[src/hdl/mkd_pkg.sv]
// Shared types, constants and character table for the Morse key decoder.
package mkd_pkg;

    localparam int unsigned MAX_SYMBOLS = 5;
    localparam int unsigned SPAN_W      = 16;
    localparam int unsigned CNT_W       = 3;
    localparam int unsigned CODE_W      = 7;
    localparam int unsigned IDX_W       = MAX_SYMBOLS + 1;

    localparam logic [SPAN_W-1:0] SPAN_MAX = '1;

    localparam logic [SPAN_W-1:0] DEBOUNCE_RST = 16'd30;
    localparam logic [SPAN_W-1:0] DASH_RST     = 16'd400;
    localparam logic [SPAN_W-1:0] LONG_RST     = 16'd1200;
    localparam logic [SPAN_W-1:0] GAP_RST      = 16'd1200;

    typedef enum logic [1:0] {
        REG_DEBOUNCE = 2'd0,
        REG_DASH     = 2'd1,
        REG_LONG     = 2'd2,
        REG_GAP      = 2'd3
    } t_reg_idx;

    typedef enum logic [2:0] {
        EV_DOT     = 3'd0,
        EV_DASH    = 3'd1,
        EV_LONG    = 3'd2,
        EV_CHAR    = 3'd3,
        EV_NOMATCH = 3'd4
    } t_event;

    typedef struct packed {
        logic [SPAN_W-1:0] debounce_ms;
        logic [SPAN_W-1:0] dash_ms;
        logic [SPAN_W-1:0] long_ms;
        logic [SPAN_W-1:0] gap_ms;
    } t_cfg;

    // Edge classification from the timer; at most one flag is set.
    typedef struct packed {
        logic dot;
        logic dash;
        logic long_press;
        logic char_end;
    } t_key_evt;

    // Index is a leading marker bit above the symbol bits, dash = 1.
    function automatic logic [CODE_W-1:0] decode_char(input logic [IDX_W-1:0] idx);
        logic [CODE_W-1:0] ch;
        begin
            unique case (idx)
                6'd2:  ch = 7'h45; // E
                6'd3:  ch = 7'h54; // T
                6'd4:  ch = 7'h49; // I
                6'd5:  ch = 7'h4E; // N
                6'd6:  ch = 7'h41; // A
                6'd7:  ch = 7'h4D; // M
                6'd8:  ch = 7'h53; // S
                6'd9:  ch = 7'h44; // D
                6'd10: ch = 7'h52; // R
                6'd11: ch = 7'h47; // G
                6'd12: ch = 7'h55; // U
                6'd13: ch = 7'h4B; // K
                6'd14: ch = 7'h57; // W
                6'd15: ch = 7'h4F; // O
                6'd16: ch = 7'h48; // H
                6'd17: ch = 7'h42; // B
                6'd18: ch = 7'h4C; // L
                6'd19: ch = 7'h5A; // Z
                6'd20: ch = 7'h46; // F
                6'd21: ch = 7'h43; // C
                6'd22: ch = 7'h50; // P
                6'd24: ch = 7'h56; // V
                6'd25: ch = 7'h58; // X
                6'd27: ch = 7'h51; // Q
                6'd29: ch = 7'h59; // Y
                6'd30: ch = 7'h4A; // J
                6'd32: ch = 7'h35; // 5
                6'd33: ch = 7'h36; // 6
                6'd35: ch = 7'h37; // 7
                6'd39: ch = 7'h38; // 8
                6'd47: ch = 7'h39; // 9
                6'd48: ch = 7'h34; // 4
                6'd56: ch = 7'h33; // 3
                6'd60: ch = 7'h32; // 2
                6'd62: ch = 7'h31; // 1
                6'd63: ch = 7'h30; // 0
                default: ch = '0;
            endcase
            return ch;
        end
    endfunction

endpackage

[src/hdl/mkd_timer.sv]
// Key level timer: span counter and press/gap classification.
module mkd_timer (
    input  logic                        i_clk,
    input  logic                        i_rst_n,
    input  logic                        i_accept,
    input  logic                        i_level,
    input  mkd_pkg::t_cfg               i_cfg,
    output mkd_pkg::t_key_evt           o_evt
);

    logic                        r_last_level;
    logic [mkd_pkg::SPAN_W-1:0]  r_span;
    logic [mkd_pkg::SPAN_W-1:0]  n_span;
    logic                        w_toggle;

    assign w_toggle = i_level != r_last_level;

    always_comb begin
        o_evt = '0;
        if (w_toggle) begin
            if (!i_level) begin
                // release: earlier test wins
                if (r_span <= i_cfg.debounce_ms) begin
                    o_evt = '0;
                end else if (r_span < i_cfg.dash_ms) begin
                    o_evt.dot = 1'b1;
                end else if (r_span < i_cfg.long_ms) begin
                    o_evt.dash = 1'b1;
                end else begin
                    o_evt.long_press = 1'b1;
                end
            end else if (r_span > i_cfg.gap_ms) begin
                o_evt.char_end = 1'b1;
            end
        end
    end

    always_comb begin
        if (w_toggle) begin
            n_span = mkd_pkg::SPAN_W'(1);
        end else if (r_span != mkd_pkg::SPAN_MAX) begin
            n_span = r_span + mkd_pkg::SPAN_W'(1);
        end else begin
            n_span = r_span;
        end
    end

    always_ff @(posedge i_clk) begin
        if (!i_rst_n) begin
            r_last_level <= 1'b0;
            r_span       <= '0;
        end else if (i_accept) begin
            r_last_level <= i_level;
            r_span       <= n_span;
        end
    end

endmodule

[src/hdl/mkd_symbols.sv]
// Symbol store and character decode; forms the result word for each event.
module mkd_symbols (
    input  logic                        i_clk,
    input  logic                        i_rst_n,
    input  logic                        i_accept,
    input  mkd_pkg::t_key_evt           i_evt,
    output logic                        o_res_valid,
    output mkd_pkg::t_event             o_res_kind,
    output logic [mkd_pkg::CODE_W-1:0]  o_res_code
);

    logic [mkd_pkg::MAX_SYMBOLS-1:0] r_bits;
    logic [mkd_pkg::CNT_W-1:0]       r_count;
    logic                            r_overflow;

    logic [mkd_pkg::IDX_W-1:0]       w_marker;
    logic [mkd_pkg::IDX_W-1:0]       w_idx;
    logic [mkd_pkg::CODE_W-1:0]      w_char;
    logic                            w_full;
    logic                            w_store;

    assign w_full   = r_count >= mkd_pkg::CNT_W'(mkd_pkg::MAX_SYMBOLS);
    assign w_marker = mkd_pkg::IDX_W'(1) << r_count;
    assign w_idx    = w_marker | ({1'b0, r_bits} & (w_marker - mkd_pkg::IDX_W'(1)));
    assign w_char   = (r_overflow || r_count == '0) ? '0 : mkd_pkg::decode_char(w_idx);
    assign w_store  = i_evt.dot || i_evt.dash;

    always_comb begin
        o_res_valid = 1'b1;
        o_res_kind  = mkd_pkg::EV_DOT;
        o_res_code  = '0;
        if (i_evt.dash) begin
            o_res_kind = mkd_pkg::EV_DASH;
        end else if (i_evt.long_press) begin
            o_res_kind = mkd_pkg::EV_LONG;
        end else if (i_evt.char_end) begin
            if (w_char != '0) begin
                o_res_kind = mkd_pkg::EV_CHAR;
                o_res_code = w_char;
            end else begin
                o_res_kind = mkd_pkg::EV_NOMATCH;
            end
        end else if (!i_evt.dot) begin
            o_res_valid = 1'b0;
        end
    end

    always_ff @(posedge i_clk) begin
        if (!i_rst_n) begin
            r_bits     <= '0;
            r_count    <= '0;
            r_overflow <= 1'b0;
        end else if (i_accept) begin
            if (i_evt.char_end) begin
                r_bits     <= '0;
                r_count    <= '0;
                r_overflow <= 1'b0;
            end else if (w_store) begin
                if (w_full) begin
                    r_overflow <= 1'b1;
                end else begin
                    r_bits[r_count[$clog2(mkd_pkg::MAX_SYMBOLS)-1:0]] <= i_evt.dash;
                    r_count <= r_count + mkd_pkg::CNT_W'(1);
                end
            end
        end
    end

endmodule

[src/hdl/morse_key_decoder_core.sv]
// Top level of the Morse key decoder: config registers, timer, symbols, output register.
//
// Feed one key sample per millisecond tick on the slave stream (tdata bit 0,
// 1 = pressed). Each accepted sample yields zero or one result word on the
// master stream: event kind (dot, dash, long press, character, no match) and
// the ASCII code of a decoded character. Presses up to debounce_ms ticks are
// dropped; symbols are collected until a press follows a gap above gap_ms.
// The result word is registered: it appears on the master side the cycle after its
// sample is accepted. Throughput: one sample per cycle while s_axis_tready is high;
// the span counter, classification and table decode are all combinational.
// The result register parts the two sides: a new sample is taken while the
// previous word waits, as long as the downstream takes it in the same cycle;
// otherwise s_axis_tready drops and the input stalls with no loss.
// Reset (synchronous, active low) restores the default thresholds
// (30, 400, 1200, 1200), clears the counter, symbols and the output word.
// Write thresholds through the config port only while the block is idle.
module morse_key_decoder_core (
    input  logic        i_clk,
    input  logic        i_rst_n,
    input  logic        i_s_axis_tvalid,
    output logic        o_s_axis_tready,
    input  logic [7:0]  i_s_axis_tdata,   // [0] key_level, [7:1] zero
    output logic        o_m_axis_tvalid,
    input  logic        i_m_axis_tready,
    output logic [15:0] o_m_axis_tdata,   // [2:0] event_kind, [9:3] char_code, [15:10] zero
    input  logic        i_cfg_we,
    input  logic [1:0]  i_cfg_idx,
    input  logic [15:0] i_cfg_data
);

    mkd_pkg::t_cfg               r_cfg;
    mkd_pkg::t_key_evt           w_evt;
    logic                        w_accept;
    logic                        w_res_valid;
    mkd_pkg::t_event             w_res_kind;
    logic [mkd_pkg::CODE_W-1:0]  w_res_code;

    logic                        r_out_valid;
    mkd_pkg::t_event             r_out_kind;
    logic [mkd_pkg::CODE_W-1:0]  r_out_code;

    assign o_s_axis_tready = !r_out_valid || i_m_axis_tready;
    assign w_accept        = i_s_axis_tvalid && o_s_axis_tready;

    always_ff @(posedge i_clk) begin
        if (!i_rst_n) begin
            r_cfg.debounce_ms <= mkd_pkg::DEBOUNCE_RST;
            r_cfg.dash_ms     <= mkd_pkg::DASH_RST;
            r_cfg.long_ms     <= mkd_pkg::LONG_RST;
            r_cfg.gap_ms      <= mkd_pkg::GAP_RST;
        end else if (i_cfg_we) begin
            unique case (mkd_pkg::t_reg_idx'(i_cfg_idx))
                mkd_pkg::REG_DEBOUNCE: r_cfg.debounce_ms <= i_cfg_data;
                mkd_pkg::REG_DASH:     r_cfg.dash_ms     <= i_cfg_data;
                mkd_pkg::REG_LONG:     r_cfg.long_ms     <= i_cfg_data;
                mkd_pkg::REG_GAP:      r_cfg.gap_ms      <= i_cfg_data;
                default: ;
            endcase
        end
    end

    mkd_timer u_timer (
        .i_clk    (i_clk),
        .i_rst_n  (i_rst_n),
        .i_accept (w_accept),
        .i_level  (i_s_axis_tdata[0]),
        .i_cfg    (r_cfg),
        .o_evt    (w_evt)
    );

    mkd_symbols u_symbols (
        .i_clk       (i_clk),
        .i_rst_n     (i_rst_n),
        .i_accept    (w_accept),
        .i_evt       (w_evt),
        .o_res_valid (w_res_valid),
        .o_res_kind  (w_res_kind),
        .o_res_code  (w_res_code)
    );

    always_ff @(posedge i_clk) begin
        if (!i_rst_n) begin
            r_out_valid <= 1'b0;
        end else if (w_accept) begin
            r_out_valid <= w_res_valid;
        end else if (i_m_axis_tready) begin
            r_out_valid <= 1'b0;
        end
    end

    // load payload only when a new word is produced
    always_ff @(posedge i_clk) begin
        if (!i_rst_n) begin
            r_out_kind <= mkd_pkg::EV_DOT;
            r_out_code <= '0;
        end else if (w_accept && w_res_valid) begin
            r_out_kind <= w_res_kind;
            r_out_code <= w_res_code;
        end
    end

    assign o_m_axis_tvalid = r_out_valid;
    assign o_m_axis_tdata  = {6'd0, r_out_code, r_out_kind};

endmodule

[config.mk]
export PLATFORM = sky130hd
export DESIGN_NAME = morse_key_decoder_core
export DESIGN_NICKNAME = d
export VERILOG_FILES = /design/src/hdl/mkd_pkg.sv /design/src/hdl/mkd_timer.sv /design/src/hdl/mkd_symbols.sv /design/src/hdl/morse_key_decoder_core.sv
export SDC_FILE = /design/constraint.sdc
export NUM_CORES = 1
export LEC_CHECK = 0
export BUFFER_PORTS_ARGS = -buffer_cell sky130_fd_sc_hd__buf_2
export CORE_ASPECT_RATIO = 0.9
export CORE_UTILIZATION = 60
export CTS_CLUSTER_SIZE = 24
export DETAILED_ROUTE_END_ITERATION = 10
export PLACE_DENSITY = 0.81
export SYNTH_ARGS = -nofsm -noshare
export SYNTH_HDL_FRONTEND = slang
export SYNTH_SLANG_ARGS = --single-unit
[constraint.sdc]
create_clock -name i_clk -period 4 [get_ports i_clk]
set_input_delay 0.4 -clock i_clk [delete_from_list [all_inputs] [get_ports i_clk]]
set_output_delay 0.4 -clock i_clk [all_outputs]
set_load 0.005 [all_outputs]
==> results.txt <==
----------------------------------------------------
[Run status]
  Run status ... finished clean

[Logic synthesis]
  Dominant combinational cell family by area after synthesis ... simple AND/OR/NAND/NOR gates
  Yosys Warn Count ... 0
  Primary FF master, synth ... sky130_fd_sc_hd__dfxtp_1
  Async set-or-reset flop fraction in the synthesized netlist ... 0%
  Simple-gate share of the synthesized area ... 22.05%
  Biggest area contributors in the synthesized netlist ... sky130_fd_sc_hd__dfxtp_1, sky130_fd_sc_hd__ha_1, sky130_fd_sc_hd__nand2_1
  Number of enable-type register cells in the synthesized netlist ... 0
  Number of instances in the synthesized netlist ... 801
  Area share of the largest cell type after synthesis ... 31.67%
  Share of the synthesized area in compound gates (AO/OA/AOI/OAI) ... 21.01%
  Mux cell area share after synthesis ... 1.254%
  Part of the Yosys area used for sequential elements ... 31.67%
  Leading area contributor after synthesis ... sky130_fd_sc_hd__dfxtp_1
  Distinct cells, synth ... 69
  Summed instance area of the synthesized netlist ... 6384 um^2
  Xor/xnor cell area share of the yosys netlist ... 1.784%
  Post-Syn Area per Cell ... 7.970 um^2
  Flops & latches, synth ... 101
  Adder-cell share of the synthesized area ... 14.70%

[Power]
  Sequential share of power ... 49.9%
  Pwr dens ... 304.9 nW/um^2
  Leakage power total ... 2.820 nW
  Switching share of power ... 26.21%
  Clock Power Share ... 41.9%
  Logic pwr share ... 8.2%
  Net switching power figure ... 0.0005483 W
  Highest ir drop seen on vdd ... 0.2742 mV
  Int Pwr ... 0.001544 W

[Global route]
  Via count of the first global-routing pass ... 5,498
  Number of antenna violations at the first check in global routing ... 0
  Wire length of the first global-routing pass ... 26.67 mm
  Final global-route overflow total ... 0
  GRT Total Usage ... 30.14%
  Pin count of the biggest net entering global routing ... 50

[CTS]
  Longest Clk Path Bufs ... 2
  Cell at the root of the clock tree ... sky130_fd_sc_hd__clkbuf_16
  Buffer count from post-CTS setup fixing ... 0
  CTS tree ... yes
  Post-CTS sizing ... 0
  Clock insertion delay at the later pin of the skew report ... 0.36 ns
  Num CTS Buffers ... 9
  CTS H-tree depth ... 3
  Sink Count ... 101
  Worst-path clk slew ... 0.07 ns
  Count of hold buffers inserted by post-cts repair ... 0

[Routing]
  Number of nets still failing antenna checks after routing ... 0
  Total Wirelength ... 16.09 mm
  Count of TritonRoute iterations in the first routing pass ... 5
  Residual DRC ... 0
  Wire per inst ... 16.88 um
  Total via count after detailed routing ... 5,717
  Drt via density ... 5.999
  Number of DRC violations after detailed-routing iteration 0 ... 357

[Final layout]
  Number of nets at the end of the flow ... 925
  Area grow syn2layout ... 7.507%
  Proportion of layout cells with a drive suffix above 1 ... 8.981%
  Antenna diode count ... 0

[Die]
  Effective utilization at floorplan ... 62.03%
  Core area ... 10,290 um^2
  Die Span X ... 110.7 um
  Io pins ... 49
  Number of rows created at floorplan ... 35
  Total Die Area ... 11,060 um^2
  Height of the die ... 99.86 um

[STA]
  Final-report max-slew violation count ... 0
  Count of endpoints failing setup in the final report ... 0
  Number of hold-slack violations in the final timing report ... 0
  Period utilization ... 87.22%
  Final min period ... 3.489 ns
  Worst slew margin relative to its limit ... 41.21%
  Actual transition at the worst max-transition pin ... 0.8797 ns
  Layout Skew ... 0.01145 ns
  Max Fclk ... 286.6 MHz
  Final worst-path setup slack ... 0.5111 ns
  Fin Setup TNS ... 0 ns
  Setup repair after global routing missed its margin ... false

[Hold path]
  Worst hold path depth ... 3
  Type of the tightest min-delay check ... input port to flop
  Hold Crit Start ... i_cfg_data[8]
  WHS Endpoint ... r_cfg[40]$_SDFFE_PN1P_

[Setup path]
  Startpoint of the worst register-to-register path ... u_symbols.r_count[1]$_SDFFE_PN0P_
  Critical path, cell by cell ... inv_1, ha_1, nor2b_1, or2_1, ha_1, or4_1, o221ai_1, a221o_1, o311ai_1, nor4_2, nor2_1, o21a_1
  Req. time, crit path ... 4.25 ns
  Worst endpoint data arrival time ... 3.74 ns
  Worst reg2reg path endpoint ... r_out_kind[1]$_SDFFE_PN0P_
  Startpoint types ... flop
  Worst-path fanout max ... 10
  Worst Setup End Kind ... flop
  Number of cell instances on the worst register-to-register path ... 12
  Crit-path leading delay family ... simple AND/OR/NAND/NOR gates
  Largest incremental delay on the critical path ... 0.53 ns
  Max stage delay cell, worst path ... sky130_fd_sc_hd__dfxtp_1
  Worst Path Class, Setup ... flop to flop
  Library cell appearing most often on the critical path ... sky130_fd_sc_hd__ha_1
  Total buffers and inverters traversed by the critical path ... 1
  R2R setup slack ... 0.51 ns

[Job]
  Max-capacitance violation count ... 0

[Placed design]
  Final HPWL from detailed placement ... 11.85 mm
  Routability congestion estimate from global placement ... 0.8909
  Post-placement setup slack ... 0.5802 ns
  IO buf count ... 35

----------------------------------------------------
## routing by layer
layer  GRT usage [%]  share of wire [%]  vias to the layer above
met5               0                  0                        -
met4           12.82                2.5                        0
met3           4.710                4.9                       34
met2           50.41                 47                      161
met1           39.00                 45                     2725
li1                -                  -                     2797
## placed cells by master (no fill, tap or decap), drive strengths merged, types with 6 or more instances in the layout
cell type / synthesis / layout
mux2i: 8 / 8
nor2: 41 / 41
nor2b: 12 / 12
o211ai: 19 / 19
nand3: 24 / 24
nand4: 17 / 17
ha: 75 / 75
a21o: 6 / 6
a21boi: 54 / 54
buf: 16 / 41
inv: 69 / 72
dfxtp: 101 / 101
and2: 6 / 6
xor2: 9 / 9
clkbuf: 23 / 10
a211oi: 7 / 7
nand2: 161 / 161
a21oi: 40 / 40
nand2b: 10 / 10
conb: 1 / 6
o21ai: 24 / 24
## tightest hold or removal path: cells and delay by family
| family | cells | cell delay, ns |
|---|---|---|
| buf+inv | 1 | 0.11 |
| compound gates | 1 | 0.07 |
| simple gates | 1 | 0.05 |
## power groups by stage
stage	Clock, W	Sequential (W)	Combinational [W]
2_1_floorplan	0	0.00106	0.000114
3_3_place_gp	0	0.00107	0.000158
3_5_place_dp	0	0.00107	0.000167
4_1_cts	0.000878	0.00104	0.000170
5_1_grt	0.000920	0.00105	0.000192
6_report	0.000877	0.00104	0.000171
## cell usage after synthesis, types with 3 or more instances
| master | count |
|---|---|
| sky130_fd_sc_hd__xor2_1 | 9 |
| sky130_fd_sc_hd__a21oi_1 | 40 |
| sky130_fd_sc_hd__buf_4 | 8 |
| sky130_fd_sc_hd__a22oi_1 | 5 |
| sky130_fd_sc_hd__mux2i_1 | 8 |
| sky130_fd_sc_hd__and3_1 | 5 |
| sky130_fd_sc_hd__a311oi_1 | 3 |
| sky130_fd_sc_hd__o21a_1 | 3 |
| sky130_fd_sc_hd__a211oi_1 | 5 |
| sky130_fd_sc_hd__nor2_1 | 40 |
| sky130_fd_sc_hd__and2_1 | 4 |
| sky130_fd_sc_hd__nor2b_1 | 12 |
| sky130_fd_sc_hd__clkbuf_1 | 23 |
| sky130_fd_sc_hd__nand2_1 | 160 |
| sky130_fd_sc_hd__o221ai_1 | 3 |
| sky130_fd_sc_hd__or3_1 | 3 |
| sky130_fd_sc_hd__buf_6 | 5 |
| sky130_fd_sc_hd__ha_1 | 75 |
| sky130_fd_sc_hd__o22ai_1 | 4 |
| sky130_fd_sc_hd__a21o_1 | 6 |
| sky130_fd_sc_hd__o31ai_1 | 3 |
| sky130_fd_sc_hd__dfxtp_1 | 101 |
| sky130_fd_sc_hd__nor3_1 | 4 |
| sky130_fd_sc_hd__nand3_1 | 23 |
| sky130_fd_sc_hd__nand4_1 | 17 |
| sky130_fd_sc_hd__o211ai_1 | 19 |
| sky130_fd_sc_hd__a21boi_0 | 52 |
| sky130_fd_sc_hd__o21ai_1 | 6 |
| sky130_fd_sc_hd__o21ai_0 | 18 |
| sky130_fd_sc_hd__nor4_1 | 3 |
| sky130_fd_sc_hd__inv_1 | 69 |
| sky130_fd_sc_hd__xnor2_1 | 4 |
| sky130_fd_sc_hd__buf_2 | 3 |
| sky130_fd_sc_hd__nand2b_1 | 10 |
## how the worst max path moves through the flow
stage                                       from                          to  slack [ns]  depth (start not counted)
2_1_floorplan  u_symbols.r_count[1]$_SDFFE_PN0P_  r_out_kind[0]$_SDFFE_PN0P_         1.0                         14
3_3_place_gp   u_symbols.r_count[1]$_SDFFE_PN0P_  r_out_kind[0]$_SDFFE_PN0P_        0.63                         12
3_5_place_dp   u_symbols.r_count[1]$_SDFFE_PN0P_  r_out_kind[0]$_SDFFE_PN0P_        0.58                         12
4_1_cts        u_symbols.r_count[1]$_SDFFE_PN0P_  r_out_kind[1]$_SDFFE_PN0P_        0.55                         12
5_1_grt        u_symbols.r_count[1]$_SDFFE_PN0P_  r_out_kind[0]$_SDFFE_PN0P_        0.30                         13
6_report       u_symbols.r_count[1]$_SDFFE_PN0P_  r_out_kind[1]$_SDFFE_PN0P_        0.51                         12
## metrics by stage
step / cells / hold WS (ns) / instance area, um^2 / util, % / power, W
2_1_floorplan: 806 / 0.4371 / 6402 / - / 0.001177
3_3_place_gp: 937 / 0.4442 / 6571 / 63.85 / 0.001224
3_5_place_dp: 937 / 0.4464 / 6571 / 63.85 / 0.001234
4_1_cts: 953 / 0.3166 / 6863 / 66.69 / 0.002091
5_1_grt: 953 / 0.3281 / 6863 / 66.69 / 0.002159
6_report: 953 / 0.3208 / 6863 / 66.69 / 0.002092
## cell type report
| cell class | instances | area (um^2) |
|---|---|---|
| timing repair buffer | 41 | 220.2 |
| tap | 129 | 161.4 |
| inverter | 69 | 259.0 |
| sequential | 101 | 2022 |
| clock buffer | 10 | 239.0 |
| clock inverter | 6 | 52.55 |
| multi-input combinational | 597 | 3909 |
| fill | 864 | 3428 |
## logic make-up (layout without fill, tap and decap cells)
kind of cell | Yosys count | after routing
buf+inv | 108 | 126
compound gates | 193 | 193
mux | 8 | 8
fa+ha+maj | 75 | 75
other cells | 1 | 6
simple gates | 302 | 302
xor+xnor | 13 | 13
flops | 101 | 101
## registers in the layout, indices dropped and copies added (netlist names)
register              flops
o_m_axis_tvalid           1
r_cfg                    64
r_out_code                7
r_out_kind                3
u_symbols.r_bits          5
u_symbols.r_count         3
u_symbols.r_overflow      1
u_timer.r_last_level      1
u_timer.r_span           16
(Power assumes the default switching activity.)
